[config.mk]
export PLATFORM = sky130hd
export DESIGN_NAME = bsps_ram
export DESIGN_NICKNAME = d
export VERILOG_FILES = /design/src/sv/bsps_ram.sv
export SDC_FILE = /design/constraint.sdc
export NUM_CORES = 2
export LEC_CHECK = 0
export ABC_AREA = 0
export BUFFER_PORTS_ARGS = -buffer_cell sky130_fd_sc_hd__buf_2
export CAP_MARGIN = 25
export CORE_UTILIZATION = 50
export CTS_CLUSTER_SIZE = 30
export DETAILED_ROUTE_END_ITERATION = 8
export HOLD_SLACK_MARGIN = 0.12
export PLACE_DENSITY = 0.65
export SKIP_CTS_REPAIR_TIMING = 1
export SYNTH_ARGS = -nofsm -noshare
export SYNTH_HDL_FRONTEND = slang
export SYNTH_SLANG_ARGS = --single-unit
[constraint.sdc]
create_clock -name clk_i -period 3.7 [get_ports clk_i]
set_input_delay 0.555 -clock clk_i [delete_from_list [all_inputs] [get_ports clk_i]]
set_output_delay 0.555 -clock clk_i [all_outputs]
set_load 0.02 [all_outputs]
[src/sv/bsps_ram.sv]
// ----------------------------------------------------------------------------
// bsps_ram
// generic single clock ram, one write port and one registered read port
// ----------------------------------------------------------------------------
module bsps_ram #(
  parameter int unsigned DW    = 4,
  parameter int unsigned DEPTH = 1024
) (
  input  logic                     clk_i,
  input  logic                     we_i,
  input  logic [$clog2(DEPTH)-1:0] waddr_i,
  input  logic [DW-1:0]            wdata_i,
  input  logic                     re_i,
  input  logic [$clog2(DEPTH)-1:0] raddr_i,
  output logic [DW-1:0]            rdata_o
);

  logic [DW-1:0] mem [DEPTH];
  logic [DW-1:0] rdata_q;

  always_ff @(posedge clk_i) begin
    if (we_i) begin
      mem[waddr_i] <= wdata_i;
    end
    if (re_i) begin
      rdata_q <= mem[raddr_i];
    end
  end

  assign rdata_o = rdata_q;

endmodule

==> impl_summary.txt <==
----------------------------------------------------
[Logic synthesis]
  Instance count of the mapped netlist ... 8290
  Avg Synthesized Cell Area ... 19.6 µm²
  Multiplexer fraction of the synthesized cell area ... 15.2%
  Number of flops mapped to enable cells by yosys ... 4100
  Cell area after technology mapping ... 162000 µm²
  Commonest cells in the synthesized netlist ... edfxtp_1 (4100), nor2_1 (1103), mux4_2 (875)
  Post-synthesis sequential area ratio ... 75.9%
  Fraction of synthesized cell area in xor and xnor cells ... 0%
  Dominant cells by area after synthesis ... edfxtp_1 (76%), mux4_2 (12%), mux2i_1 (2.8%)
  Top FF cell, synth ... edfxtp_1
  #FFs+latches synth ... 4100
  Post-Synthesis Net Count ... 8317
  Arithmetic-cell share of the synthesized area counting full adders, half adders and majority gates ... 0%
  Number of warnings reported in the yosys synthesis log ... 0
  Largest family of logic cells by synthesized area ... multiplexers
  Simple-Gate Fraction of Synth Area ... 3.98%
  Portion of synthesized cell area occupied by the leading cell type ... 75.9%
  Async set-reset flop share out of synthesis ... 0%
  Post-synthesis cell type with the largest combined area ... edfxtp_1
  Most common cell in the synthesized netlist ... edfxtp_1
  Post-synthesis compound-gate area fraction ... 2.96%
  Yosys cell types ... 75

[STA]
  Final setup slack of the worst path ... about 0.14 ns
  Maximum frequency from static timing analysis ... between 200 and 300 MHz
  Final Hold Slack ... ~0.14 ns
  Setup TNS ... 0 ns
  Count of pins over their slew limit ... 0
  Worst-case clock skew ... 0.0549 ns
  Hold violation count in the final report ... 0
  RSZ-0062 raised after global routing ... no
  Relative slew margins ... 22.3%
  Clock period minus final worst setup slack ... 3.56 ns
  Final setup viols ... 0
  Final clock period utilization by the worst path ... between 90 and 100%
  Slew of the pin with the lowest slew margin ... roughly 1.2 ns

[Die]
  Area enclosed by the die boundary ... ~330000 µm²
  Standard-cell row count ... 208
  Standard cell core area ... 322000 µm²
  Horiz. Die Dim ... 571 µm
  Initial Utilization ... around half
  Height of the die ... 571 µm
  IO Pins ... 31

[Setup path]
  CP Data Arrival Time ... roughly 4.3 ns
  Stage delay of the slowest cell on the critical path ... 0.68 ns
  Buf/Inv on CP ... 2
  R2R cell count ... 10
  Peak fanout along the critical path ... 2
  Start point of the critical path ... mem[59][2]$_DFFE_PP_
  Timing endpoint of the critical path ... rdata_o[2]$_DFFE_PP_
  Setup crit start kind ... flip-flop
  Reg2reg start ... mem[59][2]$_DFFE_PP_
  CP Depth ... 10
  Terminus of the critical flop-to-flop path ... rdata_o[2]$_DFFE_PP_
  Classification of the worst setup path ... reg -> reg
  Cells along the critical path ... mux4_2 > a22o_1 > a221oi_1 > o221ai_1 > nor3_1 > buf_4 > a211oi_1 > buf_4 > o41ai_1 > nand4_1
  Setup slack of the worst register-to-register path ... 0.14 ns
  Cell type with the highest occurrence count on the critical path ... buf_4
  CP required ... roughly 4.4 ns
  Top Family by Delay on Critical Path ... compound AO/OA/AOI/OAI gates
  Standard cell with the maximum stage delay on the critical path ... nor3_1
  Crit end category ... flip-flop

[Worst hold path]
  Worst hold-check path type ... in -> reg

[Detailed routing]
  Final antenna-violating net count ... 0
  Final routed wirelength across all metal layers ... 459000 µm
  Number of iterations in the first detailed-routing pass ... 6
  Remaining design rule violation count ... 0
  Overall via count from detail_route ... 87000
  Number of DRC markers after the initial detailed-route iteration ... 12100
  Via density ... roughly 6.4
  Average wire per cell in the routed design ... ~34 µm

[Place]
  Final Wtd Congestion ... about 0.9
  Count of buffers inserted at the top-level ports ... 30
  DPL Wire Length ... approximately 290000 µm
  Post-placement worst setup slack ... -0.672 ns
  Instance count after placement with tap cells included ... around 13000

[Finish]
  Non-filler instance count after layout ... between 10000 and 15000
  Total number of nets in the final design ... around 8900
  Number of fill cells in the layout ... 23200
  Area growth from synthesis to layout ... 14.9%
  Fraction of layout cells with a size suffix above 1 ... 25.1%

[CTS]
  Register clock-pin slew on the reported worst setup and hold paths ... 0.06 ns
  Max clock buf depth ... 4
  Worst skew pair latency ... 0.97 ns
  Clock buffer count from CTS ... 414
  CTS sink count ... 4100
  Root Buffer ... clkbuf_16
  Clock H-tree levels ... 5
  TritonCTS clock tree ... yes

[GRT]
  Global-route wire length before repair ... 650000 µm
  Number of antenna violations at the first check in global routing ... 36
  Total GRT Usage ... 28.1%
  Pin count of the biggest net entering global routing ... 158
  Total overflow reported by the global router ... 0
  Via count of the first global-routing pass ... 86800

[Power and ir drop]
  Overall power after layout ... 99.2 mW
  Fraction of power spent switching nets ... 21.5%
  Leakage power total ... 58.7 nW
  Part of the power in combinational logic ... 5.4%
  Worst supply voltage drop on vdd ... 0.449 mV
  Switching power ... around 21 mW
  Internal power ... 77.8 mW
  Sequential share of power ... 51.6%
  Portion of total power attributed to the clock network ... between 40 and 50%
  Power Dens Cells ... 532 nW/µm²

[Run]
  Number of max-cap violations ... 0

[Run status]
  Result of the run ... finished clean

----------------------------------------------------
cell families (layout without fill, tap and decap cells):
group / Yosys count / after routing
flops: 4100 / 4100
simple gates: 1560 / 1560
mux: 1359 / 1359
compound gates: 674 / 674
buf+inv: 597 / 1535
other cells: 0 / 12
cell usage in the layout (no fill, tap or decap), types with 8 or more instances in the layout:
master      count
nand4_1        12
o21ai_0        66
nor2b_1        10
clkinv_1      100
clkbuf_1       76
clkinvlp_4     21
nand3_4        24
a31oi_1        11
a211oi_1       13
mux4_2        875
or2_2           8
and3_1         12
o221ai_1      168
nor4_1         20
clkbuf_16     420
a221oi_1       29
a2111oi_0      10
buf_2          22
inv_6          11
diode_2        12
nand2_1       161
edfxtp_1     4100
clkinv_2       63
a22oi_1        80
bufinv_16      55
o22ai_1        89
mux2_2         23
a22o_1         11
nor2_1       1101
a21oi_1       129
buf_12        154
buf_4         573
nand3_1        38
o2111ai_1       9
nand2b_1       11
mux2i_1       461
nor3_1         99
layer usage:
layer / global-route usage, % / vias to the layer above / share of wire, %
met5: 0 / - / 0.025
met4: 10.5 / 20 / 4.0
met3: 6.10 / 882 / 11
met2: 44.9 / 5206 / 48
met1: 38.4 / 45700 / 37
li1: - / 35200 / -
power by group through the flow:
stage	clock network, mW	logic, mW	registers [mW]
global route	44.5	5.54	51.1
detailed placement	0	5.32	52.1
finish	42.7	5.36	51.2
global placement	0	5.24	52.1
CTS	42.9	5.33	51.2
floorplan	0	2.50	52.1
through the flow:
step                      util [%]  instance area, µm²
after floorplan                  -              162000
after global routing          57.9              186000
after global placement        53.5              172000
after detailed placement      53.6              172000
final                         57.9              186000
after CTS                     57.8              186000
state kept, by name, indices dropped and copies added (netlist names):
register	cells
mem	4096
rdata_o	4
how the worst min path moves through the flow:
stage | start | to | slack, ns | cells after the start
2_1_floorplan | wdata_i[0] | mem[0][0]$_DFFE_PP_ | 0.65 | 0
3_3_place_gp | re_i | rdata_o[3]$_DFFE_PP_ | 1.06 | 1
3_5_place_dp | re_i | rdata_o[0]$_DFFE_PP_ | 1.04 | 1
4_1_cts | re_i | rdata_o[2]$_DFFE_PP_ | 0.02 | 1
5_1_grt | wdata_i[2] | mem[532][2]$_DFFE_PP_ | 0.13 | 1
6_report | wdata_i[3] | mem[279][3]$_DFFE_PP_ | 0.14 | 1
cell type report:
class                      instances  area (µm²)  area share, %
antenna                           12        30.0         0.0161
clock buffer                     496       10800           5.80
clock inverter                   271        3010           1.61
inverter                           6        36.3         0.0195
multi-input combinational       3593       36300           19.5
sequential                      4100      123000           66.1
tap                             4305        5390           2.89
timing repair buffer             762        7650           4.11
Note: power is estimated with default switching activity, not from simulation.
