File: config.mk
export PLATFORM = sky130hd
export DESIGN_NAME = bsps_isqrt
export DESIGN_NICKNAME = d
export VERILOG_FILES = /design/src/sv/bsps_isqrt.sv
export SDC_FILE = /design/constraint.sdc
export NUM_CORES = 1
export LEC_CHECK = 0
export BUFFER_PORTS_ARGS = -buffer_cell sky130_fd_sc_hd__buf_2
export CAP_MARGIN = 20
export CORE_MARGIN = 2
export CORE_UTILIZATION = 40
export CTS_CLUSTER_DIAMETER = 150
export CTS_CLUSTER_SIZE = 40
export DETAILED_ROUTE_END_ITERATION = 16
export PLACE_DENSITY = 0.7
export SYNTH_ARGS = -nofsm -noshare
export SYNTH_HDL_FRONTEND = slang
export SYNTH_SLANG_ARGS = --single-unit
export TNS_END_PERCENT = 100
File: constraint.sdc
create_clock -name clk_i -period 7.8 [get_ports clk_i]
set_input_delay 1.56 -clock clk_i [delete_from_list [all_inputs] [get_ports clk_i]]
set_output_delay 1.56 -clock clk_i [all_outputs]
set_load 0.02 [all_outputs]
File: src/sv/bsps_isqrt.sv
// ----------------------------------------------------------------------------
// bsps_isqrt
// iterative integer square root, one result bit per cycle
// ----------------------------------------------------------------------------
module bsps_isqrt #(
  parameter int unsigned RW = 7
) (
  input  logic            clk_i,
  input  logic            rst_ni,
  input  logic            start_i,
  input  logic [2*RW-1:0] operand_i,
  output logic            done_o,
  output logic [RW-1:0]   root_o
);

  localparam int unsigned BW = $clog2(RW);

  logic            running_q, running_d;
  logic            done_q, done_d;
  logic [BW-1:0]   bit_q, bit_d;
  logic [RW-1:0]   root_q, root_d;
  logic [2*RW-1:0] val_q, val_d;
  logic [RW-1:0]   trial;
  logic [2*RW-1:0] trial_sq;

  assign trial    = root_q | (RW'(1) << bit_q);
  assign trial_sq = (2*RW)'(trial) * (2*RW)'(trial);

  always_comb begin
    running_d = running_q;
    done_d    = 1'b0;
    bit_d     = bit_q;
    root_d    = root_q;
    val_d     = val_q;
    if (start_i) begin
      running_d = 1'b1;
      bit_d     = BW'(RW - 1);
      root_d    = '0;
      val_d     = operand_i;
    end else if (running_q) begin
      if (trial_sq <= val_q) begin
        root_d = trial;
      end
      if (bit_q == '0) begin
        running_d = 1'b0;
        done_d    = 1'b1;
      end else begin
        bit_d = bit_q - BW'(1);
      end
    end
  end

  always_ff @(posedge clk_i or negedge rst_ni) begin
    if (!rst_ni) begin
      running_q <= 1'b0;
      done_q    <= 1'b0;
    end else begin
      running_q <= running_d;
      done_q    <= done_d;
    end
  end

  always_ff @(posedge clk_i) begin
    bit_q  <= bit_d;
    root_q <= root_d;
    val_q  <= val_d;
  end

  assign done_o = done_q;
  assign root_o = root_q;

endmodule

==> impl_table.tex <==
\begin{tabular}{lr}
\hline
Metric & Value \\
\hline
\multicolumn{2}{l}{\textbf{Detailed routing}} \\
Post-detailed-route count of antenna-violating nets & 0 \\
Number of DRC violations after detailed routing & 0 \\
DR iter-0 viols & 79 \\
Uppermost layer routed & met4 \\
Pre-Repair DR Iteration Count & 5 \\
Total vias in the final route & 2,074 \\
Met3 WL & 133 um \\
Routed wirelength normalized by instance count & 13.65 um \\
DRT Wirelength & 5.227 mm \\
Detailed-route wire length on metal 1 & 2.477 mm \\
DR WL met2 & 2.509 mm \\
Via density per instance & 5.415 \\
\multicolumn{2}{l}{\textbf{Logic synthesis}} \\
EDFF count, synth & 14 \\
Area of the mapped netlist & 2587 um2 \\
Syn. warnings & 0 \\
Net Count, Synth & 355 \\
Count of cell types in the netlist & 46 \\
Register area share after synthesis & 25.92\% \\
Main flop type after synthesis & sky130\_fd\_sc\_hd\_\_edfxtp\_1 \\
Asr flop ratio synth & 7.692\% \\
Gate count of the mapped netlist & 283 \\
Total of flip-flops plus latches after synthesis & 26 \\
Average size of a mapped cell & 9.143 um2 \\
\multicolumn{2}{l}{\textbf{Setup path}} \\
Critical-path cell with the highest stage delay & sky130\_fd\_sc\_hd\_\_o31ai\_2 \\
CP arrival & 6.79 ns \\
CP Launch Type & register \\
CP top delay family & adder cells \\
Type of element capturing the critical path & register \\
Cell Chain, Critical Path & inv\_1, ha\_1, a21oi\_1, nor2\_1, ha\_1, xnor2\_1, fa\_1, inv\_1, fa\_1, inv\_1, fa\_1, inv\_1, ha\_1, and4\_1, nand2\_1, o21a\_1, or4\_1, o311ai\_1, ha\_1, nand4\_1, nor2\_1, a21boi\_1, o31ai\_2, a22o\_1 \\
Critical path start-end classification & register to register \\
Largest incremental delay on the critical path & 0.61 ns \\
Maximum fanout along the worst path & 7 \\
Endpoint required time on the critical path & 8.02 ns \\
Worst Path Buf+Inv & 4 \\
\multicolumn{2}{l}{\textbf{Placed design}} \\
\# port buffers & 24 \\
Cell count after placement & 379 \\
Routability congestion estimate from global placement & 0.8789 \\
Detailed-placement wirelength estimate & 4.233 mm \\
\multicolumn{2}{l}{\textbf{Cells and area}} \\
Proportion of layout cells with a drive suffix above 1 & 13.07\% \\
Leading cell types in the layout, fill and taps excluded & 42 x sky130\_fd\_sc\_hd\_\_inv\_1, 42 x sky130\_fd\_sc\_hd\_\_ha\_1, 28 x sky130\_fd\_sc\_hd\_\_nor2\_1 \\
Storage cell area & 670.6 um2 \\
Number of diodes added for antenna fixing & 0 \\
Post-route insts no fill & 383 \\
Area of combinational cells with multiple inputs & 1729 um2 \\
Number of fillers in the final layout & 626 \\
Layout Area Growth over Synthesis & 9.623\% \\
Nets@finish & 379 \\
\multicolumn{2}{l}{\textbf{Die}} \\
I/O pin total & 25 \\
Y dimension of the die & 84.43 um \\
Core box area & 6314 um2 \\
Total Die Area & 7128 um2 \\
Chip Width & 84.43 um \\
Count of standard-cell rows & 29 \\
Initial Util & 40.98\% \\
\multicolumn{2}{l}{\textbf{Timing}} \\
Total setup violations reported at the end of the flow & 0 \\
Final Skew & 0.003834 ns \\
Achievable clock frequency & 0.1522 GHz \\
Final hold violations & 0 \\
Worst-margin pin slew & 0.6539 ns \\
Number of pins exceeding their max-slew limit in the final report & 0 \\
Unrepaired setup endpoints after global routing & no \\
Fin Setup TNS & 0 ns \\
Worst rel slew slack & 56.14\% \\
Period Utilization, post-route & 84.22\% \\
Post-layout minimum cycle time & 6.570 ns \\
\multicolumn{2}{l}{\textbf{CTS}} \\
Clock insertion delay at the later pin of the skew report & 0.27 ns \\
Clock tree root driver cell & sky130\_fd\_sc\_hd\_\_clkbuf\_8 \\
Count of instances resized after the clock tree is built & 0 \\
Post-CTS repair timing setup buffer count & 0 \\
Depth of the CTS H-tree & 1 \\
Number of clock sinks seen by CTS & 26 \\
Number of buffers created by CTS & 3 \\
Hold buffer count at CTS & 0 \\
Clock tree from TritonCTS & built \\
Clock slew at reported path FFs & 0.09 ns \\
Buffers from clock root to sink, at most & 2 \\
\multicolumn{2}{l}{\textbf{Global routing}} \\
Initial antenna violation count & 0 \\
Number of global-route vias before repair & 2,067 \\
Pin count of the biggest net entering global routing & 23 \\
Global-route total usage across every layer & 15.14\% \\
Grt ovf & 0 \\
Wire length of the first global-routing pass & 9.032 mm \\
\multicolumn{2}{l}{\textbf{Job}} \\
Total of max-cap violations & 0 \\
\multicolumn{2}{l}{\textbf{Power and ir drop}} \\
Total power density per cell area & 299.6 nW/um2 \\
Leakage power & 0.001480 uW \\
Maximum VDD drop & 0.1527 mV \\
Power consumption & 849.9 uW \\
\multicolumn{2}{l}{\textbf{Run status}} \\
Status & finished clean \\
\multicolumn{2}{l}{\textbf{Hold path}} \\
Hold/Removal Path Class & register to register \\
\hline
\end{tabular}
-- cells in the mapped netlist, types with 2 or more instances --
master	n	area, um2
sky130_fd_sc_hd__a31oi_1	2	12.51
sky130_fd_sc_hd__nand3_1	4	20.02
sky130_fd_sc_hd__ha_1	42	525.5
sky130_fd_sc_hd__or2_2	3	18.77
sky130_fd_sc_hd__dfrtp_1	2	50.05
sky130_fd_sc_hd__o22ai_1	2	12.51
sky130_fd_sc_hd__a21oi_2	2	17.52
sky130_fd_sc_hd__nand4_1	4	25.02
sky130_fd_sc_hd__nand4b_1	2	17.52
sky130_fd_sc_hd__edfxtp_1	14	420.4
sky130_fd_sc_hd__clkbuf_1	5	18.77
sky130_fd_sc_hd__a21oi_1	16	80.08
sky130_fd_sc_hd__inv_1	42	157.7
sky130_fd_sc_hd__fa_1	13	260.3
sky130_fd_sc_hd__xor2_1	3	26.28
sky130_fd_sc_hd__o2bb2ai_1	2	17.52
sky130_fd_sc_hd__o311ai_1	2	17.52
sky130_fd_sc_hd__o211ai_1	2	15.01
sky130_fd_sc_hd__nor4_1	2	12.51
sky130_fd_sc_hd__o21a_1	9	67.56
sky130_fd_sc_hd__nand2_1	18	67.56
sky130_fd_sc_hd__xnor2_1	11	96.34
sky130_fd_sc_hd__o21ai_0	4	20.02
sky130_fd_sc_hd__nor2_1	28	105.1
sky130_fd_sc_hd__dfxtp_1	10	200.2
sky130_fd_sc_hd__nor2b_4	2	27.53
sky130_fd_sc_hd__nand2b_1	3	18.77
sky130_fd_sc_hd__a21o_1	7	52.55
sky130_fd_sc_hd__nor3_1	7	35.03
sky130_fd_sc_hd__and3_1	4	25.02
-- registers in the layout, indices dropped and copies added (netlist names) --
register / flops
done_o: 1
root_o: 7
running_q: 1
val_q: 14
bit_q: 3
-- cells by family (layout without fill, tap and decap cells) --
family	after synthesis	count (layout)	share of synthesized area (%)
flip-flops	26	26	25.92
XOR/XNOR	14	14	4.739
buffers and inverters	48	71	7.253
multiplexers	1	1	0.3869
AND/OR/NAND/NOR	84	84	16.34
adder cells (fa/ha/maj)	55	55	30.37
AO/OA/AOI/OAI	55	55	14.99
-- power breakdown --
part / internal [uW] / switching (uW) / total [uW]
clock: 45.2 / 43.7 / 88.9
combinational: 227 / 343 / 570
sequential: 166 / 24.2 / 191
total: 439 / 411 / 850
-- through the flow --
stage / area [um2] / setup WS (ns) / hold WS [ns] / utilization [%]
final: 2836 / 1.231 / 0.5285 / 44.93
after global routing: 2836 / 0.8120 / 0.5498 / 44.93
after CTS: 2836 / 1.223 / 0.5351 / 44.93
after detailed placement: 2781 / 1.265 / 0.5123 / 44.05
after global placement: 2781 / 1.419 / 0.5121 / 44.05
after floorplan: 2587 / 1.880 / 0.4967 / -
-- path summary, 6_finish.rpt --
path	from	end	slack, ns	cells after the start
min	root_o[3]$_SDFFE_PP0P_	root_o[3]$_SDFFE_PP0P_	0.53	1
min in group asynchronous	rst_ni	done_o$_DFF_PN0_	1.05	1
max	bit_q[0]$_SDFFE_PP0P_	root_o[0]$_SDFFE_PP0P_	1.23	24
max in group asynchronous	rst_ni	running_q$_DFF_PN0_	6.66	1
min reg2reg	root_o[3]$_SDFFE_PP0P_	root_o[3]$_SDFFE_PP0P_	0.53	1
max reg2reg	bit_q[0]$_SDFFE_PP0P_	root_o[0]$_SDFFE_PP0P_	1.23	24
-- cell type report --
class                   count  share of cell area, %
inverters                  42                  5.558
multi-input cells         209                  60.96
clock buffers               4                  1.941
repair buffers             25                  4.499
flip-flops and latches     26                  23.64
well taps                  77                  3.397
-- metal layers --
layer,vias up,global-route usage [%]
li1,1018,-
met1,1005,20.10
met2,39,25.83
met3,12,1.082
met4,0,5.916
met5,-,0
Note: power is estimated with default switching activity, not from simulation.
