$ cat config.mk
export PLATFORM = sky130hd
export DESIGN_NAME = bsps_addr
export DESIGN_NICKNAME = d
export VERILOG_FILES = /design/src/sv/bsps_pkg.sv /design/src/sv/bsps_addr.sv
export SDC_FILE = /design/constraint.sdc
export NUM_CORES = 1
export LEC_CHECK = 0
export BUFFER_PORTS_ARGS = -buffer_cell sky130_fd_sc_hd__buf_2
export CORE_ASPECT_RATIO = 0.7
export CORE_MARGIN = 8
export CORE_UTILIZATION = 30
export DETAILED_ROUTE_END_ITERATION = 10
export GPL_TIMING_DRIVEN = 0
export HOLD_SLACK_MARGIN = 0.1
export PLACE_DENSITY = 0.54
export SLEW_MARGIN = 15
export SYNTH_ARGS = -nofsm -noshare
export SYNTH_HDL_FRONTEND = slang
export SYNTH_SLANG_ARGS = --single-unit
$ cat constraint.sdc
create_clock -name clk_i -period 5.6 [get_ports clk_i]
set_input_delay 0.84 -clock clk_i [delete_from_list [all_inputs] [get_ports clk_i]]
set_output_delay 0.84 -clock clk_i [all_outputs]
set_load 0.1 [all_outputs]
$ cat src/sv/bsps_pkg.sv
// ----------------------------------------------------------------------------
// bsps_pkg
// shared types and constants of the brush stamp paint store
// ----------------------------------------------------------------------------
package bsps_pkg;

  localparam int unsigned DefWidth    = 1200;
  localparam int unsigned DefHeight   = 800;
  localparam int unsigned DefMaxBrush = 128;

  localparam int unsigned ModeW    = 2;
  localparam int unsigned PosXW    = 11;
  localparam int unsigned PosYW    = 10;
  localparam int unsigned ColorW   = 3;
  localparam int unsigned BrushW   = 8;
  localparam int unsigned CfgIdxW  = 2;
  localparam int unsigned CfgDataW = 8;

  // half width of the brush, brush_size / 2 of an 8-bit size
  localparam int unsigned HalfW    = BrushW - 1;
  localparam int unsigned RootOpW  = 2 * HalfW;
  // signed offset from the cursor
  localparam int unsigned OffW     = HalfW + 1;
  // signed point coordinate before clamping
  localparam int unsigned CoordW   = 14;
  // store entry: painted flag on top of the stroke color
  localparam int unsigned EntryW   = ColorW + 1;

  typedef enum logic [ModeW-1:0] {
    MODE_STAMP = 2'd0,
    MODE_CLEAR = 2'd1,
    MODE_READ  = 2'd2
  } bsps_mode_e;

  typedef enum logic [CfgIdxW-1:0] {
    CFG_BRUSH_SIZE = 2'd0,
    CFG_ROUND      = 2'd1,
    CFG_PEN        = 2'd2,
    CFG_BACKGROUND = 2'd3
  } bsps_cfg_e;

  typedef struct packed {
    logic                     valid;
    logic                     rd;
    logic signed [CoordW-1:0] x;
    logic signed [CoordW-1:0] y;
  } bsps_point_t;

endpackage

$ cat src/sv/bsps_addr.sv
// ----------------------------------------------------------------------------
// bsps_addr
// point to store address pipeline: edge clamp, then row times width plus column
// ----------------------------------------------------------------------------
module bsps_addr #(
  parameter int unsigned WIDTH  = bsps_pkg::DefWidth,
  parameter int unsigned HEIGHT = bsps_pkg::DefHeight
) (
  input  logic                              clk_i,
  input  logic                              rst_ni,
  input  bsps_pkg::bsps_point_t             point_i,
  output logic                              we_o,
  output logic                              re_o,
  output logic [$clog2(WIDTH*HEIGHT)-1:0]   addr_o,
  output logic                              busy_o
);
  import bsps_pkg::*;

  localparam int unsigned XW = $clog2(WIDTH);
  localparam int unsigned YW = $clog2(HEIGHT);
  localparam int unsigned AW = $clog2(WIDTH*HEIGHT);

  localparam logic signed [CoordW-1:0] XMax = CoordW'(WIDTH - 1);
  localparam logic signed [CoordW-1:0] YMax = CoordW'(HEIGHT - 1);

  logic          a_valid_q, a_rd_q;
  logic [XW-1:0] ax_q, ax_d;
  logic [YW-1:0] ay_q, ay_d;
  logic          b_we_q, b_re_q;
  logic [AW-1:0] addr_q;

  always_comb begin
    if (point_i.x < 0) begin
      ax_d = '0;
    end else if (point_i.x > XMax) begin
      ax_d = XMax[XW-1:0];
    end else begin
      ax_d = point_i.x[XW-1:0];
    end
    if (point_i.y < 0) begin
      ay_d = '0;
    end else if (point_i.y > YMax) begin
      ay_d = YMax[YW-1:0];
    end else begin
      ay_d = point_i.y[YW-1:0];
    end
  end

  always_ff @(posedge clk_i or negedge rst_ni) begin
    if (!rst_ni) begin
      a_valid_q <= 1'b0;
      b_we_q    <= 1'b0;
      b_re_q    <= 1'b0;
    end else begin
      a_valid_q <= point_i.valid;
      b_we_q    <= a_valid_q & ~a_rd_q;
      b_re_q    <= a_valid_q & a_rd_q;
    end
  end

  always_ff @(posedge clk_i) begin
    a_rd_q <= point_i.rd;
    ax_q   <= ax_d;
    ay_q   <= ay_d;
    addr_q <= AW'(ay_q) * AW'(WIDTH) + AW'(ax_q);
  end

  assign we_o   = b_we_q;
  assign re_o   = b_re_q;
  assign addr_o = addr_q;
  assign busy_o = a_valid_q | b_we_q | b_re_q;

endmodule

==> run summary, run 1 <==
The source-to-sink clock delay at the later pin of the worst-skew pair was 280 ps. The tools report the final-layout setup total negative slack as 0 ps. In this run the worst hold path is classified as reg -> reg. TritonCTS built the clock tree. Once the clock tree was built, the resizer swapped 0 gates to a different size.

In this run, synthesis inferred 0 flip-flops with an integrated enable. Fraction of post-synthesis cell area in the top cell type by area: 0.299. The capturing element type of the critical path is a register. Layout cell share with drive strength beyond 1: 0.203.

The number of clock buffers added by TritonCTS is 5. The tools report the number of top-level design ports as 55. The post-synthesis compound-gate area fraction works out to 0.123.

The run gives 2 as the maximum count of clock buffers along a single path. The repair_antennas step left the layout with diodes totalling 0. Buffers added to address setup during post-CTS repair amount to 0. The average instance in the mapped netlist occupies 10.0 um^2. Timing analysis after detailed placement gives a worst setup slack of 1220 ps. Setup repair after global routing left no endpoint under its margin. At the worst endpoint, the required time is 5820 ps. The leakage power summed over all cells came out at 1.68 nW. Data on the critical path arrives at its endpoint at 4560 ps.

The cell area after layout was 3410 um^2; the routability congestion estimate was 0.736. For the largest vdd supply drop, the log shows 0.174 mV. The net count of the finished layout is 432.

The total grt overflow was 0; the final core utilization was 0.376. The worst path meets setup with 1260 ps of slack. Ranked by total cell area, the synthesized netlist is headed by sky130_fd_sc_hd__dfxtp_1 (30%), sky130_fd_sc_hd__ha_1 (22%), sky130_fd_sc_hd__fa_1 (8.6%). In this run the cell area measured after placement is 3220 um^2.

Entering global routing, the biggest net connects 15 pins. The startpoint type of the worst setup path is a register. The clock arrives with 2.38 ps of skew.

The fraction of registers with async set or reset after synthesis was 0.0667; the average vias per placed instance was 4.25. The post-synthesis net count came out at 373. The relative max-transition margin is 0.589, and the hold buffer count at CTS is 0.

In this run the worst path has a maximum fanout of 6. Basic-gate share of the synthesized area counting and, or, nand and nor cells: 0.131. Among all stages on the critical path, the largest delay is contributed by sky130_fd_sc_hd__fa_1.

The parity-gate share of the synthesized area counting xor and xnor cells is 0.0749, and the max-capacitance violation count is 0. The share of synthesized area spent on multiplexers was 0; the post-CTS clock slew at the launch and capture registers of the worst setup and hold paths was 60 ps. The cell area after synthesis is 2810 um^2, and the global-route usage over all layers is 0.0903. Dividing the detail-routed wire length by the instance count gives 11.7 um. The pre-antenna-repair detailed-routing pass consisted of 6 iterations.

In the synthesized netlist the dominant register cell turns out to be sky130_fd_sc_hd__dfxtp_1. The detail route stage leaves a number of antenna-violating nets equal to 0. The synthesized netlist contains 38 unique library cells. Counting every instance in the synthesized netlist gives 280.

In this design, the critical path's most frequently occurring cell is sky130_fd_sc_hd__ha_1. After detailed routing, the total wire length is 5430 um. Setup violations remaining at the end of the flow were counted as 0. The final clock period utilization by the worst path is 0.775, and the via count of the first global-routing pass is 2036. The tree is rooted in a sky130_fd_sc_hd__clkbuf_16. The tree built by TritonCTS fans out to 45 sinks. The initial antenna violation count came out at 0.

The floorplan step defined a die boundary enclosing 12800 um^2. The effective utilization at floorplan came out at 0.310. For this run, the top clock speed supported by timing is 230 MHz. The logs give 1974 for the total via count in the routed design and 0 for the max-slew violation total from the final report. The arithmetic-cell share of the synthesized area counting full adders, half adders and majority gates is 0.304. The cell type with the largest total area after synthesis is sky130_fd_sc_hd__dfxtp_1. The final critical path time including I/O delays and setup was 4340 ps; the sequential element share of the synthesized area was 0.326.

In this run the power density over the cells is 449 nW/um^2. The standard-cell row count was 29; the HPWL after detailed placement was 4670 um. In this design, the stage delay of the slowest critical-path cell is 540 ps. The logs give 2 for the H-tree depth and 9070 um^2 for the core region area. The tools report the final hold violation count as 0. During synthesis, Yosys emitted a total of 0 warnings. In the routed design, unresolved DRC markers number 0. Startpoint-to-endpoint class of the critical path: reg -> reg. For the pin with the worst max-slew slack, the measured transition is 610 ps.

The flow ran to the end, and the final reports show no timing, DRC or antenna violations. The x dimension of the die is 132 um. The dominant combinational cell family by area after synthesis is adder cells. The layout overhead on the synthesized area works out to 21.6%. The tools report the violation count after the first detailed-routing iteration as 52. Buffers placed on the I/O ports in this run total 52. Traced cell by cell, the critical path runs through ha_1, ha_1, fa_1, inv_1, fa_1, inv_1, ha_1, a21o_2, a211oi_4, nor2_2, nor4_4, and3_4, nand3_4, nor4_2, xnor2_1. The synthesized design contains 45 register bits.

From bottom edge to top edge, the die measures 96.9 um. The run gives 9630 um as the first-pass GRT wire length.
==> logic make-up after synthesis <==
group / Yosys count
buffers and inverters: 31
and+or+nand+nor: 72
xor gates and xnor gates: 24
adders and majority gates: 61
DFF: 45
AOI/OAI and AO/OA: 47
==> registers in the layout (all words and copies together), names as in the netlist <==
name / cells
addr_o: 20
we_o: 1
a_valid_q: 1
a_rd_q: 1
ax_q: 11
ay_q: 10
re_o: 1
==> Yosys cell counts (2+ instances only) <==
master	instances
sky130_fd_sc_hd__nor2_1	37
sky130_fd_sc_hd__nor2b_1	3
sky130_fd_sc_hd__ha_1	49
sky130_fd_sc_hd__o31ai_1	2
sky130_fd_sc_hd__and2_1	9
sky130_fd_sc_hd__clkbuf_1	3
sky130_fd_sc_hd__a21oi_1	17
sky130_fd_sc_hd__a21o_2	2
sky130_fd_sc_hd__a211o_1	3
sky130_fd_sc_hd__or3_1	2
sky130_fd_sc_hd__o21a_1	4
sky130_fd_sc_hd__dfrtp_1	3
sky130_fd_sc_hd__xor2_1	4
sky130_fd_sc_hd__fa_1	12
sky130_fd_sc_hd__inv_1	28
sky130_fd_sc_hd__o21bai_1	2
sky130_fd_sc_hd__xnor2_1	20
sky130_fd_sc_hd__nor3_1	4
sky130_fd_sc_hd__a21o_1	5
sky130_fd_sc_hd__dfxtp_1	42
sky130_fd_sc_hd__nand2_1	9
sky130_fd_sc_hd__o21ai_0	4
==> cells in the final DEF (no fill, tap or decap), types with 2 or more instances in the layout <==
cell type                   instances
sky130_fd_sc_hd__a21o_2             2
sky130_fd_sc_hd__xnor2_1           20
sky130_fd_sc_hd__bufinv_16          2
sky130_fd_sc_hd__o31ai_1            2
sky130_fd_sc_hd__nor3_1             4
sky130_fd_sc_hd__xor2_1             4
sky130_fd_sc_hd__o21ai_0            4
sky130_fd_sc_hd__ha_1              49
sky130_fd_sc_hd__dfxtp_1           42
sky130_fd_sc_hd__o21bai_1           2
sky130_fd_sc_hd__nand2_1            9
sky130_fd_sc_hd__nor2b_1            3
sky130_fd_sc_hd__clkbuf_1           3
sky130_fd_sc_hd__clkbuf_16          5
sky130_fd_sc_hd__and2_1             9
sky130_fd_sc_hd__buf_2             52
sky130_fd_sc_hd__inv_1             28
sky130_fd_sc_hd__a21oi_1           17
sky130_fd_sc_hd__a211o_1            3
sky130_fd_sc_hd__nor2_1            37
sky130_fd_sc_hd__o21a_1             4
sky130_fd_sc_hd__fa_1              12
sky130_fd_sc_hd__dfrtp_1            3
sky130_fd_sc_hd__or3_1              2
sky130_fd_sc_hd__a21o_1             5
==> area by class of cell <==
cell class	count	area, um^2
Buffer	3	11.3
Tap cell	124	155
Timing Repair Buffer	52	260
Inverter	28	105
Clock inverter	3	65.1
Fill cell	943	5660
Sequential cell	45	916
Clock buffer	5	125
Multi-Input combinational cell	204	1780
==> critical path, delay by kind of cell (launching register included) <==
| family | cells | cell delay [ps] |
|---|---|---|
| xor gates and xnor gates | 1 | 140 |
| buffers and inverters | 2 | 110 |
| AOI/OAI and AO/OA | 2 | 500 |
| and+or+nand+nor | 5 | 1090 |
| adders and majority gates | 5 | 2000 |
| DFF | 1 | 440 |
==> per-layer routing <==
metal | vias to the layer above | track usage | part of all wire
li1 | 1066 | - | -
met1 | 858 | 0.137 | 0.59
met2 | 44 | 0.114 | 0.35
met3 | 6 | 0.0274 | 0.046
met4 | 0 | 0.0317 | 0.014
met5 | - | 0 | 0
==> final timing paths <==
kind | start | to | slack (ps) | cells after the start
max | ay_q[5] | addr_o[19] | 1260 | 15
min | ax_q[3] | addr_o[3] | 330 | 0
min reg2reg | ax_q[3] | addr_o[3] | 330 | 0
max reg2reg | ay_q[5] | addr_o[19] | 1260 | 15
min in group asynchronous | rst_ni | re_o | 340 | 1
max in group asynchronous | rst_ni | a_valid_q | 5160 | 1
==> through the flow <==
step	cells	hold WS [ps]	power, mW
floorplan	280	310	1.05
global placement	456	311	1.17
detailed placement	456	313	1.17
CTS	464	328	1.55
global route	464	329	1.63
finish	464	327	1.53
==> report_power, final <==
part | total [mW] | switching [mW] | leakage (nW) | internal (mW)
sequential | 0.392 | 0.0156 | 0.389 | 0.377
clock | 0.372 | 0.118 | 0.0938 | 0.255
combinational | 0.768 | 0.568 | 1.19 | 0.200
Note: power is estimated with default switching activity, not from simulation.
==> run 2: changes to the inputs <==
--- a/config.mk
+++ b/config.mk
@@ -12,7 +12,7 @@
 export DETAILED_ROUTE_END_ITERATION = 10
 export GPL_TIMING_DRIVEN = 0
 export HOLD_SLACK_MARGIN = 0.1
-export PLACE_DENSITY = 0.54
+export PLACE_DENSITY = 0.55
 export SLEW_MARGIN = 15
 export SYNTH_ARGS = -nofsm -noshare
 export SYNTH_HDL_FRONTEND = slang
==> constraint.sdc (replaced) <==
create_clock -name clk_i -period 3.83 [get_ports clk_i]
set_input_delay 0.5745 -clock clk_i [delete_from_list [all_inputs] [get_ports clk_i]]
set_output_delay 0.5745 -clock clk_i [all_outputs]
set_load 0.1 [all_outputs]
==> run 2 against run 1 <==
Against the previous run: sequential power rose by 46%; flip-flop and latch count is the same; clock skew is 0.87 ps higher; total power up 56%; critical path type unchanged; largest cell class unchanged; highest routed layer unchanged.
==> run summary, run 2 (same netlist as run 1, synthesis figures left out) <==
The flow ran to the end, and the final reports show no timing, DRC or antenna violations. The flop-to-flop setup slack is 90 ps, and the routability congestion estimate is 0.755. From synthesis to final layout, the design area changed by 34.4%. The tools report the global-route usage over all layers as 0.0933. The path class of the tightest hold or removal check is reg -> reg. After the first detailed-routing iteration, the DRC count stood at 54. The final route contains 2009 vias. The effective utilization at floorplan is 0.310, and the overall power consumption is 2.39 mW. Initial antenna violation count: 0. The logs give 0 for the setup violation total in the final timing report and 1.76 nW for the leakage power summed over all cells. Based on the critical path, the design can be clocked at up to 268 MHz. The worst hold slack is 327 ps. Leaving out fill and tap cells, the most frequent cell in the layout is sky130_fd_sc_hd__buf_2.

The tree built by TritonCTS fans out to 45 sinks. The H-tree depth was 2; the largest vdd supply drop was 0.210 mV. The number of buffers and inverters on the critical path is 3. The final hold violation count came out at 0.

In the layout the commonest cells are sky130_fd_sc_hd__buf_2 (52), sky130_fd_sc_hd__ha_1 (39), sky130_fd_sc_hd__nor2_1 (37). The tools report the max-slew violation total from the final report as 0. The signal on the critical path passes through ha_4, ha_4, fa_1, inv_2, fa_1, inv_2, ha_4, a21o_4, a211oi_4, nor2_2, nor4_4, buf_4, nand2_2, o211ai_1, o31ai_2, xnor2_1.

The critical path's slowest cell was sky130_fd_sc_hd__fa_1. The register with the most flip-flops in the layout has 20 of them. The die covers 12800 um^2. TritonCTS created 5 clock buffers. The height of the die works out to 96.9 um.

The capture endpoint of the worst hold path was addr_o[3]. The count of nets left with antenna violations after detail routing was 0. The endpoint identified for the worst register-to-register timing path is addr_o[14]. For the placed standard-cell area, the log shows 3250 um^2.

The final layout contains routed wiring with a total length of 5920 um. The layout cell share with drive strength beyond 1 was 0.338; the cell total after placement was 456. The final clock period utilization by the worst path came out at 0.976. The startpoint identified for the worst hold timing path is ax_q[3]. STA puts the critical path data required time at 3990 ps. No sink is reached through more buffers than the 2 on the longest clock path.

Before antenna repair, the detailed router went through 4 iterations. The cell area after layout came out at 3770 um^2. The tools report the maximum number of pins on one net before global-route repair as 15. TritonCTS built the clock tree.

Capturing element type of the critical path: a register. For the number of nets in the finished design, the log shows 444. The average vias per placed instance was 4.22; the biggest cell delay along the critical path was 510 ps. The clock reaches the later pin of the worst-skew pair after 280 ps.

The final core utilization was 0.416. The worst setup path is of the reg -> reg kind. The x dimension of the die was 132 um. The floorplan has 29 rows. The count of buffers added on input and output ports is 52.

The slew at the pin closest to its max-slew limit is 484 ps, and the cell count of the worst hold path is 0. Along the worst path, the maximum fanout reaches 4. The logs give 0.674 for the relative max-transition margin and 911 for the number of filler instances in the final layout. For the via count of the first global-routing pass, the log shows 2130. The dominant delay contributor by cell family on the critical path was adder cells. The remaining routing DRC violations is 0, and the path depth of the worst reg2reg path is 16. For the core region area, the log shows 9070 um^2. The first-pass GRT wire length was 9900 um; the max-capacitance violation count was 0.

The wire length per cell works out to 12.4 um. STA puts the critical path data arrival time at 3900 ps. The logs give 3.25 ps for the final clock skew and 0 for the total grt overflow.

The startpoint identified for the worst register-to-register timing path is ay_q[5]. Antenna diode instance count: 0. Pin placement for this block handled 55 I/O pins. The post-CTS clock slew at the launch and capture registers of the worst setup and hold paths was 60 ps. The final critical path time including I/O delays and setup was 3740 ps. The startpoint type of the worst setup path was a register.

Clock tree root buffer cell: sky130_fd_sc_hd__clkbuf_16. The most prevalent standard cell on the critical path is sky130_fd_sc_hd__ha_4. Once layout is complete, the cells apart from fillers number 476.

The power density over the cells is 633 nW/um^2, and the HPWL after detailed placement is 4680 um.
==> run 2: cell count changes in the layout (fill, tap and decap cells not counted), sizes merged <==
| cell | previous run | this run |
|---|---|---|
| buf | 52 | 64 |
| clkbuf | 8 | 7 |
| dlygate4sd3 | 0 | 1 |
==> run 2: where the power goes <==
part           internal [mW]  switching [mW]  total (mW)
clock network          0.372           0.173       0.545
logic                  0.381           0.893        1.27
registers              0.549          0.0228       0.572
==> run 2: layout make-up <==
type                    count  area [um^2]  area share
multi-input cells         204         2020       0.535
flip-flops and latches     45          936       0.248
clock buffers               5          125      0.0331
well taps                 124          155      0.0411
clock inverters             3         65.1      0.0172
plain buffers               2         7.51     0.00199
repair buffers             65          360      0.0955
inverters                  28          105      0.0278
==> run 2: how the worst max path moves through the flow <==
stage	cells after the start	endpoint	startpoint
after floorplan	15	addr_o[19]	ay_q[4]
after global placement	15	addr_o[19]	ay_q[4]
after detailed placement	15	addr_o[19]	ay_q[4]
after CTS	14	addr_o[19]	ay_q[6]
after global routing	16	addr_o[14]	ay_q[5]
final	16	addr_o[14]	ay_q[5]
==> run 2: repair_timing <==
item                       in CTS  in global routing
hold endpoints to repair        3                  0
hold buffers                    1                  0
pin swaps                       9                 27
setup buffers                   3                  9
setup endpoints to repair       6                  6
resized for setup              20                 28
==> run 2: through the flow <==
step	setup TNS, ps	setup slack (ps)
floorplan	0	14.1
global route	-22.4	-22.4
global placement	-947	-302
detailed placement	-1220	-344
CTS	0	7.55
finish	0	93.1
==> run 2: per-layer routing <==
metal,share of wire,track usage,vias to the layer above
met2,0.40,0.129,39
met1,0.53,0.131,878
met5,0,0,-
met4,0.018,0.0369,0
li1,-,-,1083
met3,0.050,0.0284,9
