[src/sv/bsps_pkg.sv]
// ----------------------------------------------------------------------------
// bsps_pkg
// shared types and constants of the brush stamp paint store
// ----------------------------------------------------------------------------
package bsps_pkg;

  localparam int unsigned DefWidth    = 1200;
  localparam int unsigned DefHeight   = 800;
  localparam int unsigned DefMaxBrush = 128;

  localparam int unsigned ModeW    = 2;
  localparam int unsigned PosXW    = 11;
  localparam int unsigned PosYW    = 10;
  localparam int unsigned ColorW   = 3;
  localparam int unsigned BrushW   = 8;
  localparam int unsigned CfgIdxW  = 2;
  localparam int unsigned CfgDataW = 8;

  // half width of the brush, brush_size / 2 of an 8-bit size
  localparam int unsigned HalfW    = BrushW - 1;
  localparam int unsigned RootOpW  = 2 * HalfW;
  // signed offset from the cursor
  localparam int unsigned OffW     = HalfW + 1;
  // signed point coordinate before clamping
  localparam int unsigned CoordW   = 14;
  // store entry: painted flag on top of the stroke color
  localparam int unsigned EntryW   = ColorW + 1;

  typedef enum logic [ModeW-1:0] {
    MODE_STAMP = 2'd0,
    MODE_CLEAR = 2'd1,
    MODE_READ  = 2'd2
  } bsps_mode_e;

  typedef enum logic [CfgIdxW-1:0] {
    CFG_BRUSH_SIZE = 2'd0,
    CFG_ROUND      = 2'd1,
    CFG_PEN        = 2'd2,
    CFG_BACKGROUND = 2'd3
  } bsps_cfg_e;

  typedef struct packed {
    logic                     valid;
    logic                     rd;
    logic signed [CoordW-1:0] x;
    logic signed [CoordW-1:0] y;
  } bsps_point_t;

endpackage

[src/sv/bsps_ctrl.sv]
// ----------------------------------------------------------------------------
// bsps_ctrl
// item sequencer: stamp column and row walk, clearing sweep, pixel read
// ----------------------------------------------------------------------------
module bsps_ctrl #(
  parameter int unsigned WIDTH     = bsps_pkg::DefWidth,
  parameter int unsigned HEIGHT    = bsps_pkg::DefHeight,
  parameter int unsigned MAX_BRUSH = bsps_pkg::DefMaxBrush
) (
  input  logic                              clk_i,
  input  logic                              rst_ni,
  input  logic                              in_valid_i,
  output logic                              in_stall_o,
  input  logic [bsps_pkg::ModeW-1:0]        mode_i,
  input  logic [bsps_pkg::PosXW-1:0]        pos_x_i,
  input  logic [bsps_pkg::PosYW-1:0]        pos_y_i,
  input  logic [bsps_pkg::BrushW-1:0]       brush_size_i,
  input  logic                              round_brush_i,
  output bsps_pkg::bsps_point_t             point_o,
  input  logic                              busy_i,
  output logic                              clr_we_o,
  output logic [$clog2(WIDTH*HEIGHT)-1:0]   clr_addr_o,
  output logic                              root_start_o,
  output logic [bsps_pkg::RootOpW-1:0]      root_operand_o,
  input  logic                              root_done_i,
  input  logic [bsps_pkg::HalfW-1:0]        root_i,
  input  logic                              out_free_i,
  output logic                              res_valid_o,
  output logic                              res_rd_o
);
  import bsps_pkg::*;

  localparam int unsigned AW = $clog2(WIDTH*HEIGHT);

  typedef enum logic [7:0] {
    S_IDLE  = 8'b0000_0001,
    S_CLEAR = 8'b0000_0010,
    S_COL   = 8'b0000_0100,
    S_ROOT  = 8'b0000_1000,
    S_ROWS  = 8'b0001_0000,
    S_READ  = 8'b0010_0000,
    S_DRAIN = 8'b0100_0000,
    S_DONE  = 8'b1000_0000
  } bsps_state_e;

  bsps_state_e             state_q, state_d;
  logic [PosXW-1:0]        cx_q, cx_d;
  logic [PosYW-1:0]        cy_q, cy_d;
  logic signed [OffW-1:0]  dx_q, dx_d;
  logic signed [OffW-1:0]  dy_q, dy_d;
  logic [HalfW-1:0]        r_q, r_d;
  logic [RootOpW-1:0]      hh_q, hh_d;
  logic                    rd_q, rd_d;
  logic                    clr_item_q, clr_item_d;
  logic [AW-1:0]           clr_cnt_q, clr_cnt_d;

  logic [BrushW:0]         size_lim;
  logic [HalfW-1:0]        h;
  logic signed [OffW-1:0]  h_s, r_s;
  logic [HalfW-1:0]        adx;

  assign size_lim = ({1'b0, brush_size_i} > (BrushW+1)'(MAX_BRUSH)) ?
                    (BrushW+1)'(MAX_BRUSH) : {1'b0, brush_size_i};
  assign h   = size_lim[HalfW:1];
  assign h_s = $signed({1'b0, h});
  assign r_s = $signed({1'b0, r_q});
  assign adx = dx_q[OffW-1] ? HalfW'(-dx_q) : dx_q[HalfW-1:0];

  assign root_operand_o = hh_q - RootOpW'(RootOpW'(adx) * RootOpW'(adx));

  always_comb begin
    state_d      = state_q;
    cx_d         = cx_q;
    cy_d         = cy_q;
    dx_d         = dx_q;
    dy_d         = dy_q;
    r_d          = r_q;
    hh_d         = hh_q;
    rd_d         = rd_q;
    clr_item_d   = clr_item_q;
    clr_cnt_d    = clr_cnt_q;
    root_start_o = 1'b0;
    res_valid_o  = 1'b0;
    unique case (state_q)
      S_IDLE: begin
        if (in_valid_i) begin
          cx_d = pos_x_i;
          cy_d = pos_y_i;
          rd_d = 1'b0;
          case (mode_i)
            MODE_STAMP: begin
              dx_d    = -h_s;
              hh_d    = RootOpW'(h) * RootOpW'(h);
              state_d = S_COL;
            end
            MODE_CLEAR: begin
              clr_cnt_d  = '0;
              clr_item_d = 1'b1;
              state_d    = S_CLEAR;
            end
            MODE_READ: begin
              dx_d    = '0;
              dy_d    = '0;
              rd_d    = 1'b1;
              state_d = S_READ;
            end
            default: begin
              state_d = S_DONE;
            end
          endcase
        end
      end
      S_CLEAR: begin
        clr_cnt_d = clr_cnt_q + AW'(1);
        if (clr_cnt_q == AW'(WIDTH*HEIGHT - 1)) begin
          clr_item_d = 1'b0;
          state_d    = clr_item_q ? S_DONE : S_IDLE;
        end
      end
      S_COL: begin
        if (round_brush_i) begin
          root_start_o = 1'b1;
          state_d      = S_ROOT;
        end else begin
          r_d     = h;
          dy_d    = -h_s;
          state_d = S_ROWS;
        end
      end
      S_ROOT: begin
        if (root_done_i) begin
          r_d     = root_i;
          dy_d    = -$signed({1'b0, root_i});
          state_d = S_ROWS;
        end
      end
      S_ROWS: begin
        if (dy_q == r_s) begin
          if (dx_q == h_s) begin
            state_d = S_DRAIN;
          end else begin
            dx_d = dx_q + OffW'(1);
            if (round_brush_i) begin
              state_d = S_COL;
            end else begin
              dy_d = -r_s;
            end
          end
        end else begin
          dy_d = dy_q + OffW'(1);
        end
      end
      S_READ: begin
        state_d = S_DRAIN;
      end
      S_DRAIN: begin
        if (!busy_i) begin
          state_d = S_DONE;
        end
      end
      S_DONE: begin
        if (out_free_i) begin
          res_valid_o = 1'b1;
          state_d     = S_IDLE;
        end
      end
      default: begin
        state_d = S_IDLE;
      end
    endcase
  end

  always_ff @(posedge clk_i or negedge rst_ni) begin
    if (!rst_ni) begin
      state_q    <= S_CLEAR;
      clr_item_q <= 1'b0;
      clr_cnt_q  <= '0;
      rd_q       <= 1'b0;
    end else begin
      state_q    <= state_d;
      clr_item_q <= clr_item_d;
      clr_cnt_q  <= clr_cnt_d;
      rd_q       <= rd_d;
    end
  end

  always_ff @(posedge clk_i) begin
    cx_q <= cx_d;
    cy_q <= cy_d;
    dx_q <= dx_d;
    dy_q <= dy_d;
    r_q  <= r_d;
    hh_q <= hh_d;
  end

  assign in_stall_o    = (state_q != S_IDLE);
  assign point_o.valid = (state_q == S_ROWS) || (state_q == S_READ);
  assign point_o.rd    = rd_q;
  assign point_o.x     = $signed(CoordW'(cx_q)) + CoordW'(dx_q);
  assign point_o.y     = $signed(CoordW'(cy_q)) + CoordW'(dy_q);
  assign clr_we_o      = (state_q == S_CLEAR);
  assign clr_addr_o    = clr_cnt_q;
  assign res_rd_o      = rd_q;

endmodule

[config.mk]
export PLATFORM = sky130hd
export DESIGN_NAME = bsps_ctrl
export DESIGN_NICKNAME = d
export VERILOG_FILES = /design/src/sv/bsps_pkg.sv /design/src/sv/bsps_ctrl.sv
export SDC_FILE = /design/constraint.sdc
export NUM_CORES = 1
export LEC_CHECK = 0
export ABC_AREA = 1
export BUFFER_PORTS_ARGS = -buffer_cell sky130_fd_sc_hd__buf_2
export CAP_MARGIN = 20
export CORE_ASPECT_RATIO = 1.1
export CORE_UTILIZATION = 35
export DETAILED_ROUTE_END_ITERATION = 6
export SETUP_SLACK_MARGIN = 0.02
export SLEW_MARGIN = 20
export SYNTH_ARGS = -nofsm -noshare
export SYNTH_HDL_FRONTEND = slang
export SYNTH_SLANG_ARGS = --single-unit
[constraint.sdc]
create_clock -name clk_i -period 17.46 [get_ports clk_i]
set_input_delay 3.492 -clock clk_i [delete_from_list [all_inputs] [get_ports clk_i]]
set_output_delay 3.492 -clock clk_i [all_outputs]
set_load 0.03 [all_outputs]
==> results of run 1 <==
through the flow:
stage | setup WS [ns] | utilization
floorplan | 9.03 | -
global placement | 8.37 | 0.396
detailed placement | 8.34 | 0.396
CTS | 7.93 | 0.410
global route | 7.53 | 0.410
finish | 8.00 | 0.410
kinds of logic (layout without fill, tap and decap cells):
group	after synthesis	count (layout)	synth area share
compound gates	131	131	0.0820
xor+xnor	67	67	0.0680
fa+ha+maj	119	119	0.203
buf+inv	222	337	0.101
flops	87	87	0.277
other cells	2	11	0.000843
simple gates	509	509	0.269
cells in the mapped netlist (2+ instances only):
cell	number	area share
o21bai_1	2	0.0017
and2_1	2	0.0014
o21ai_0	51	0.029
o22ai_1	9	0.0063
buf_4	7	0.0059
a31oi_1	3	0.0021
nor2_2	5	0.0035
nor2_4	8	0.010
xor2_1	53	0.052
ha_1	77	0.11
inv_1	197	0.083
nor3_1	22	0.012
nor4_1	4	0.0028
nor3_4	2	0.0037
dfrtp_1	29	0.081
inv_2	7	0.0029
nand2_4	7	0.0088
a21oi_1	51	0.029
clkbuf_1	4	0.0017
nor2_1	90	0.038
or2_2	9	0.0063
nand2_1	238	0.10
edfxtp_1	57	0.19
fa_1	42	0.094
buf_6	2	0.0025
nand2_2	8	0.0056
o22ai_2	3	0.0042
xnor2_1	13	0.013
nand4_1	22	0.015
nand3b_1	7	0.0059
a21o_1	5	0.0042
conb_1	2	0.00084
nand3_1	79	0.044
flip-flops by register name (all words and copies together) (netlist names):
name        count
clr_addr_o     20
hh_q           13
cx_q           11
cy_q           10
dx_q            8
dy_q            8
state_q         8
r_q             7
clr_item_q      1
res_rd_o        1
area by class of cell:
cell class	count	area share
antenna	4	0.000988
clock buffer	9	0.0222
clock inverter	7	0.0101
inverter	207	0.0782
multi-input combinational	833	0.550
sequential	87	0.243
tap	310	0.0383
timing repair buffer	114	0.0568
critical path, cell delays in order (launching register included):
cell	delay, ns
edfxtp_1	0.68
inv_1	0.25
ha_1	0.26
nand2_1	0.09
nor2_1	0.06
nand3_1	0.10
nand2_1	0.06
nand2_1	0.07
nand2_1	0.14
inv_1	0.20
nor2_1	0.11
fa_1	0.54
inv_1	0.05
fa_1	0.52
inv_1	0.05
fa_1	0.50
fa_1	0.54
inv_1	0.04
ha_1	0.34
a21oi_1	0.19
o21ai_0	0.16
a21o_1	0.20
nand2_1	0.06
nand2_1	0.05
xor2_1	0.12
buf_2	0.21
worst max-delay path by stage:
stage	to	slack, ns
6_report	root_operand_o[9]	8.00
5_1_grt	root_operand_o[10]	7.53
3_3_place_gp	root_operand_o[10]	8.37
4_1_cts	root_operand_o[9]	7.93
3_5_place_dp	root_operand_o[9]	8.34
2_1_floorplan	root_operand_o[12]	9.03
routing by layer:
layer / GRT usage / part of all wire
met1: 0.219 / 0.46
met2: 0.286 / 0.46
met3: 0.0337 / 0.058
met4: 0.0600 / 0.020
met5: 0 / 0.00081
==> flow_summary.ini, run 1 <==
[synth]
netlist_instances = 1137
ys_warn_count = 0
ys.flop_type = edfxtp_1
synthDistinctLibCells = 53
syn_area_per_cell_um2 = 7.84
ys_ff_latch = 87
synth_edf_count = 57
async_flop_share = 0.345
synth_seq_area_share = 0.277
synthesis.area_um2 = 8910

[floorplan]
die_y_um = 169
dieArea_um2 = 26100
die_width_um = 154
row_count = 60
ios = 114
core_um2 = 24700
initial_utilization = 0.361

[timing]
fin_worst_skew_ns = 0.0124
setup_viol = 0
slew_headroom = 0.355
finalCritPeriodShare = 0.542
rsz0062_at_grt = false
max_freq_mhz = 106
setup_tns_ns = 0
hold_viol = 0
slew_viol_final = 0
worstMarginPinSlew_ns = 0.967
holdWs_ns = 0.519
finalCriticalPeriod_ns = 9.46

[layout]
final_common_cell = nand2_1
final_cells = 1571
multi_input_area_um2 = 5570
seqCellArea_um2 = 2460
nets = 1416
drive_gt1_frac = 0.154
most-common-layout-cells = nand2_1, inv_1, buf_2
area_growth_pct = 13.7
fill_cells = 2552
finalInstanceArea_um2 = 10100

[clocking]
cts_buffers = 9
root_buffer = clkbuf_16
post_cts_buffers = 0
insertion_delay_ns = 0.36
cts_sinks = 87
cts_tree = done
cts_hold_buf = 0
cts_resized = 0
clockBufferDepth = 2
htreeDepth = 3
clkTransAtPathRegs_ns = 0.07

[place]
dp_hpwl_um = 17300
place_area_um2 = 9790
io_buffers = 112
place.gp.congestion = 0.940
placedCellCount = 1551

[global_route]
grt_overflow = 0
antenna_found_initial = 5
grt_max_degree = 31
grt_pass1_vias = 7415
grt_pass1_wl_um = 35700
grtUsageTotal = 0.171

[route]
wire_per_inst_um = 13.4
drtIter0Drc = 502
vias = 7629
ant_nets = 0
viasPerCell = 4.86
route.detailed.drc = 0
routed_wl_um = 21100
dr.pass1.iters = 5

[setup_path]
endpoint_kind = output pin
startpoint = dx_q[0]$_DFFE_PP_
worst_ep_arrival_time_ns = 5.96
worstReg2RegStart = state_q[3]$_DFFE_PN0P_
rr_worst_depth = 8
rrSetupSlack_ns = 14.75
crit_path_start_kind = flop
critPathRequiredTime_ns = 13.97
r2r-end = dy_q[5]$_DFFE_PP_
critPathKind = flop to output pin
cp_max_fo = 14

[min_path]
worstHoldPathType = flop to flop
whs_path_depth = 2
min_from = clr_item_q$_DFFE_PN0P_
holdPathEnd = clr_item_q$_DFFE_PN0P_

[job]
max-cap-violations = 0

[run_status]
status = completed
Power of run 1 is left out: the tool's default activity adds up to more than one toggle a clock period on the data nets, which glitch-free logic cannot reach.
==> inputs of run 2 (changes only) <==
clock period = 9 ns   (was 17.46 ns; I/O delays follow)
==> run 2 against run 1 <==
Setup slack worse by 6.8 ns. Worst hold slack got worse by 0.0034 ns. First-iteration DRC count is 4.0% lower. Cell area unchanged. Sequential cell count is the same. Cell count did not move. Wire length increased by 0.88%. Critical path type unchanged. Highest routed layer unchanged.
==> flow_summary.ini, run 2 (synthesis results as in run 1) <==
[global_route]
grt_pass1_wl_um = 35700
grt_max_degree = 31
grt_pass1_vias = 7479
antenna_found_initial = 6
grt_overflow = 0
grtUsageTotal = 0.170

[clocking]
htreeDepth = 3
cts_buffers = 9
cts_tree = done
cts_resized = 0
cts_sinks = 87
post_cts_buffers = 0
clkTransAtPathRegs_ns = 0.07
clockBufferDepth = 2
insertion_delay_ns = 0.36
root_buffer = clkbuf_16
cts_hold_buf = 0

[timing]
finalCritPeriodShare = 0.867
worstMarginPinSlew_ns = 0.895
fin_worst_skew_ns = 0.0134
max_freq_mhz = 128
rsz0062_at_grt = false
setup_viol = 0
finalCriticalPeriod_ns = 7.80
setup_tns_ns = 0
hold_viol = 0
slew_viol_final = 0
slew_headroom = 0.403

[layout]
final_common_cell = nand2_1
largest_reg_flops = 20
drive_gt1_frac = 0.154
fill_cells = 2559
most-common-layout-cells = nand2_1, inv_1, buf_2
area_growth_pct = 13.7
nets = 1416

[setup_path]
cp_max_fo = 14
crit_path_start_kind = flop
critPathRequiredTime_ns = 7.20
critPathKind = flop to output pin
endpoint_kind = output pin
worst_ep_arrival_time_ns = 6.00

[floorplan]
initial_utilization = 0.361
die_width_um = 154
dieArea_um2 = 26100
ios = 114
row_count = 60
die_y_um = 169
core_um2 = 24700

[route]
viasPerCell = 4.89
dr.pass1.iters = 5
wire_per_inst_um = 13.6
routed_wl_um = 21300
route.detailed.drc = 0
drtIter0Drc = 482
vias = 7686
ant_nets = 0

[run_status]
status = completed

[place]
io_buffers = 112
dp_hpwl_um = 17400
place.gp.congestion = 0.928

[job]
max-cap-violations = 0

[min_path]
worstHoldPathType = flop to flop
run 2: layout make-up:
| type | instances | area [um^2] | area share |
|---|---|---|---|
| multi-input combinational | 833 | 5570 | 0.550 |
| sequential | 87 | 2460 | 0.243 |
| inverter | 207 | 792 | 0.0782 |
| timing repair buffer | 114 | 576 | 0.0568 |
| tap | 310 | 388 | 0.0383 |
| clock buffer | 9 | 225 | 0.0222 |
| clock inverter | 7 | 103 | 0.0101 |
| antenna | 4 | 10.0 | 0.000988 |
run 2: final timing paths:
path	startpoint	depth (start not counted)	slack, ns	to
hold reg to reg	clr_item_q$_DFFE_PN0P_	2	0.52	clr_item_q$_DFFE_PN0P_
hold / removal	clr_item_q$_DFFE_PN0P_	2	0.52	clr_item_q$_DFFE_PN0P_
setup reg to reg	state_q[4]$_DFFE_PN0P_	8	6.33	dy_q[7]$_DFFE_PP_
min in group asynchronous	rst_ni	1	1.49	clr_addr_o[11]$_DFFE_PN0P_
setup / recovery	dx_q[0]$_DFFE_PP_	21	1.20	root_operand_o[9]
max in group asynchronous	rst_ni	1	7.05	state_q[3]$_DFFE_PN0P_
run 2: critical path, cell delays in order, from the launching register on:
cell and delay, ns:
edfxtp_1 0.67, inv_1 0.24, ha_1 0.25, or2_2 0.30
xor2_1 0.35, inv_1 0.16, nor2_1 0.24, fa_1 0.46
inv_1 0.09, fa_1 0.40, inv_1 0.09, fa_1 0.41
fa_1 0.54, inv_1 0.04, ha_1 0.34, a21oi_1 0.22
o21ai_0 0.16, a21o_1 0.21, nand2_1 0.07, nand2_1 0.06
xor2_1 0.12, buf_2 0.21
run 2: routing by layer:
layer,global-route usage,wire length [um],up-vias
met2,0.286,9940,186
met1,0.219,9870,3567
met5,0,11,-
met3,0.0388,1180,24
li1,-,-,3907
met4,0.0478,287,2
run 2: per-stage QoR:
stage	instances	setup slack, ns	hold WS (ns)	util	cell area (um^2)
global route	1567	0.705	0.543	0.410	10100
floorplan	1142	2.26	0.468	-	8930
global placement	1551	1.62	0.489	0.396	9790
finish	1571	1.20	0.515	0.410	10100
detailed placement	1551	1.58	0.507	0.396	9790
CTS	1567	1.17	0.524	0.410	10100
Power of run 2 is left out for the same reason.
==> inputs of run 3 (changes only) <==
CTS_BUF_LIST = sky130_fd_sc_hd__clkbuf_4   (was not set)
==> run 3 against run 2 <==
Worst hold slack better by 0.021 ns. Critical path depth up 4. First-iteration DRC count is 1.2% lower. Critical endpoint unchanged. Largest cell class unchanged.
==> flow_summary.ini, run 3 (synthesis results as in run 1) <==
[run_status]
status = completed

[setup_path]
crit_slowest_cell = edfxtp_1
endpoint_kind = output pin
slowest_delay_ns = 0.70
worst_ep_arrival_time_ns = 6.17
cp_max_fo = 14
worstReg2RegStart = state_q[4]$_DFFE_PN0P_
cp_num_buf_inv = 6
critPathRequiredTime_ns = 7.20
rrSetupSlack_ns = 6.33
r2r-end = dy_q[7]$_DFFE_PP_
critPathKind = flop to output pin
crit_path_start_kind = flop
path_common_cell = nand2_1
rr_worst_depth = 8
critPathTopFamily = adder cells

[timing]
fin_worst_skew_ns = 0.0326
max_freq_mhz = 125
hold_viol = 0
slew_headroom = 0.415
worstMarginPinSlew_ns = 0.878
finalCritPeriodShare = 0.886
slew_viol_final = 0
setup_viol = 0
setup_tns_ns = 0
finalCriticalPeriod_ns = 7.97
rsz0062_at_grt = false

[clocking]
post_cts_buffers = 0
cts_buffers = 9
cts_resized = 0
cts_hold_buf = 0
clkTransAtPathRegs_ns = 0.16
clockBufferDepth = 2
insertion_delay_ns = 0.51
htreeDepth = 3
root_buffer = clkbuf_4
cts_sinks = 87
cts_tree = done

[floorplan]
initial_utilization = 0.361
ios = 114
dieArea_um2 = 26100
die_y_um = 169
die_width_um = 154
row_count = 60
core_um2 = 24700

[global_route]
grt_pass1_vias = 7420
grtUsageTotal = 0.169
grt_overflow = 0
grt_pass1_wl_um = 35500
grt_max_degree = 31
antenna_found_initial = 7

[route]
drtIter0Drc = 476
vias = 7661
wire_per_inst_um = 13.5
routed_wl_um = 21300
viasPerCell = 4.87
route.detailed.drc = 0
dr.pass1.iters = 5
ant_nets = 0

[min_path]
min_from = clr_item_q$_DFFE_PN0P_
holdPathEnd = clr_item_q$_DFFE_PN0P_
whs_path_depth = 2
worstHoldPathType = flop to flop

[layout]
seqCellArea_um2 = 2460
most-common-layout-cells = nand2_1, inv_1, buf_2
largest_reg_flops = 20
final_common_cell = nand2_1
drive_gt1_frac = 0.154
area_growth_pct = 11.9
nets = 1416
fill_cells = 2579
multi_input_area_um2 = 5570

[job]
max-cap-violations = 0

[place]
place.gp.congestion = 0.928
dp_hpwl_um = 17400
io_buffers = 112
==> run 3: worst max-delay path by stage <==
stage	startpoint	end	slack [ns]	cells past startpoint
after floorplan	dx_q[1]$_DFFE_PP_	root_operand_o[12]	2.26	19
after global placement	dx_q[0]$_DFFE_PP_	root_operand_o[10]	1.62	23
after detailed placement	dx_q[0]$_DFFE_PP_	root_operand_o[10]	1.58	23
after CTS	dx_q[0]$_DFFE_PP_	root_operand_o[10]	0.97	23
after global routing	dx_q[0]$_DFFE_PP_	root_operand_o[10]	0.53	23
final	dx_q[0]$_DFFE_PP_	root_operand_o[9]	1.03	25
==> run 3: layer usage <==
metal / share of wire / GRT usage
met1: 0.47 / 0.218
met2: 0.47 / 0.287
met3: 0.051 / 0.0309
met4: 0.015 / 0.0539
met5: 0.00052 / 0
==> run 3: stage by stage <==
| stage | worst slack, ns | util | instances | hold slack (ns) | area (um^2) |
|---|---|---|---|---|---|
| after global placement | 1.62 | 0.396 | 1551 | 0.489 | 9790 |
| after floorplan | 2.26 | - | 1142 | 0.468 | 8930 |
| after global routing | 0.527 | 0.403 | 1568 | 0.563 | 9960 |
| after CTS | 0.974 | 0.403 | 1567 | 0.542 | 9960 |
| final | 1.03 | 0.404 | 1572 | 0.536 | 9970 |
| after detailed placement | 1.58 | 0.396 | 1551 | 0.507 | 9790 |
==> run 3: final cells by class <==
type / instances / area share
multi-input cells: 833 / 0.559
inverters: 207 / 0.0794
clock inverters: 7 / 0.0103
diodes: 5 / 0.00125
flip-flops and latches: 87 / 0.247
repair buffers: 114 / 0.0577
well taps: 310 / 0.0389
clock buffers: 9 / 0.00678
==> run 3: worst min-delay path, stage by stage (launching register included) <==
cell and delay (ns):
dfrtp_1 0.41, o21ai_2 0.06, nand2_1 0.05
Power of run 3 is left out for the same reason.
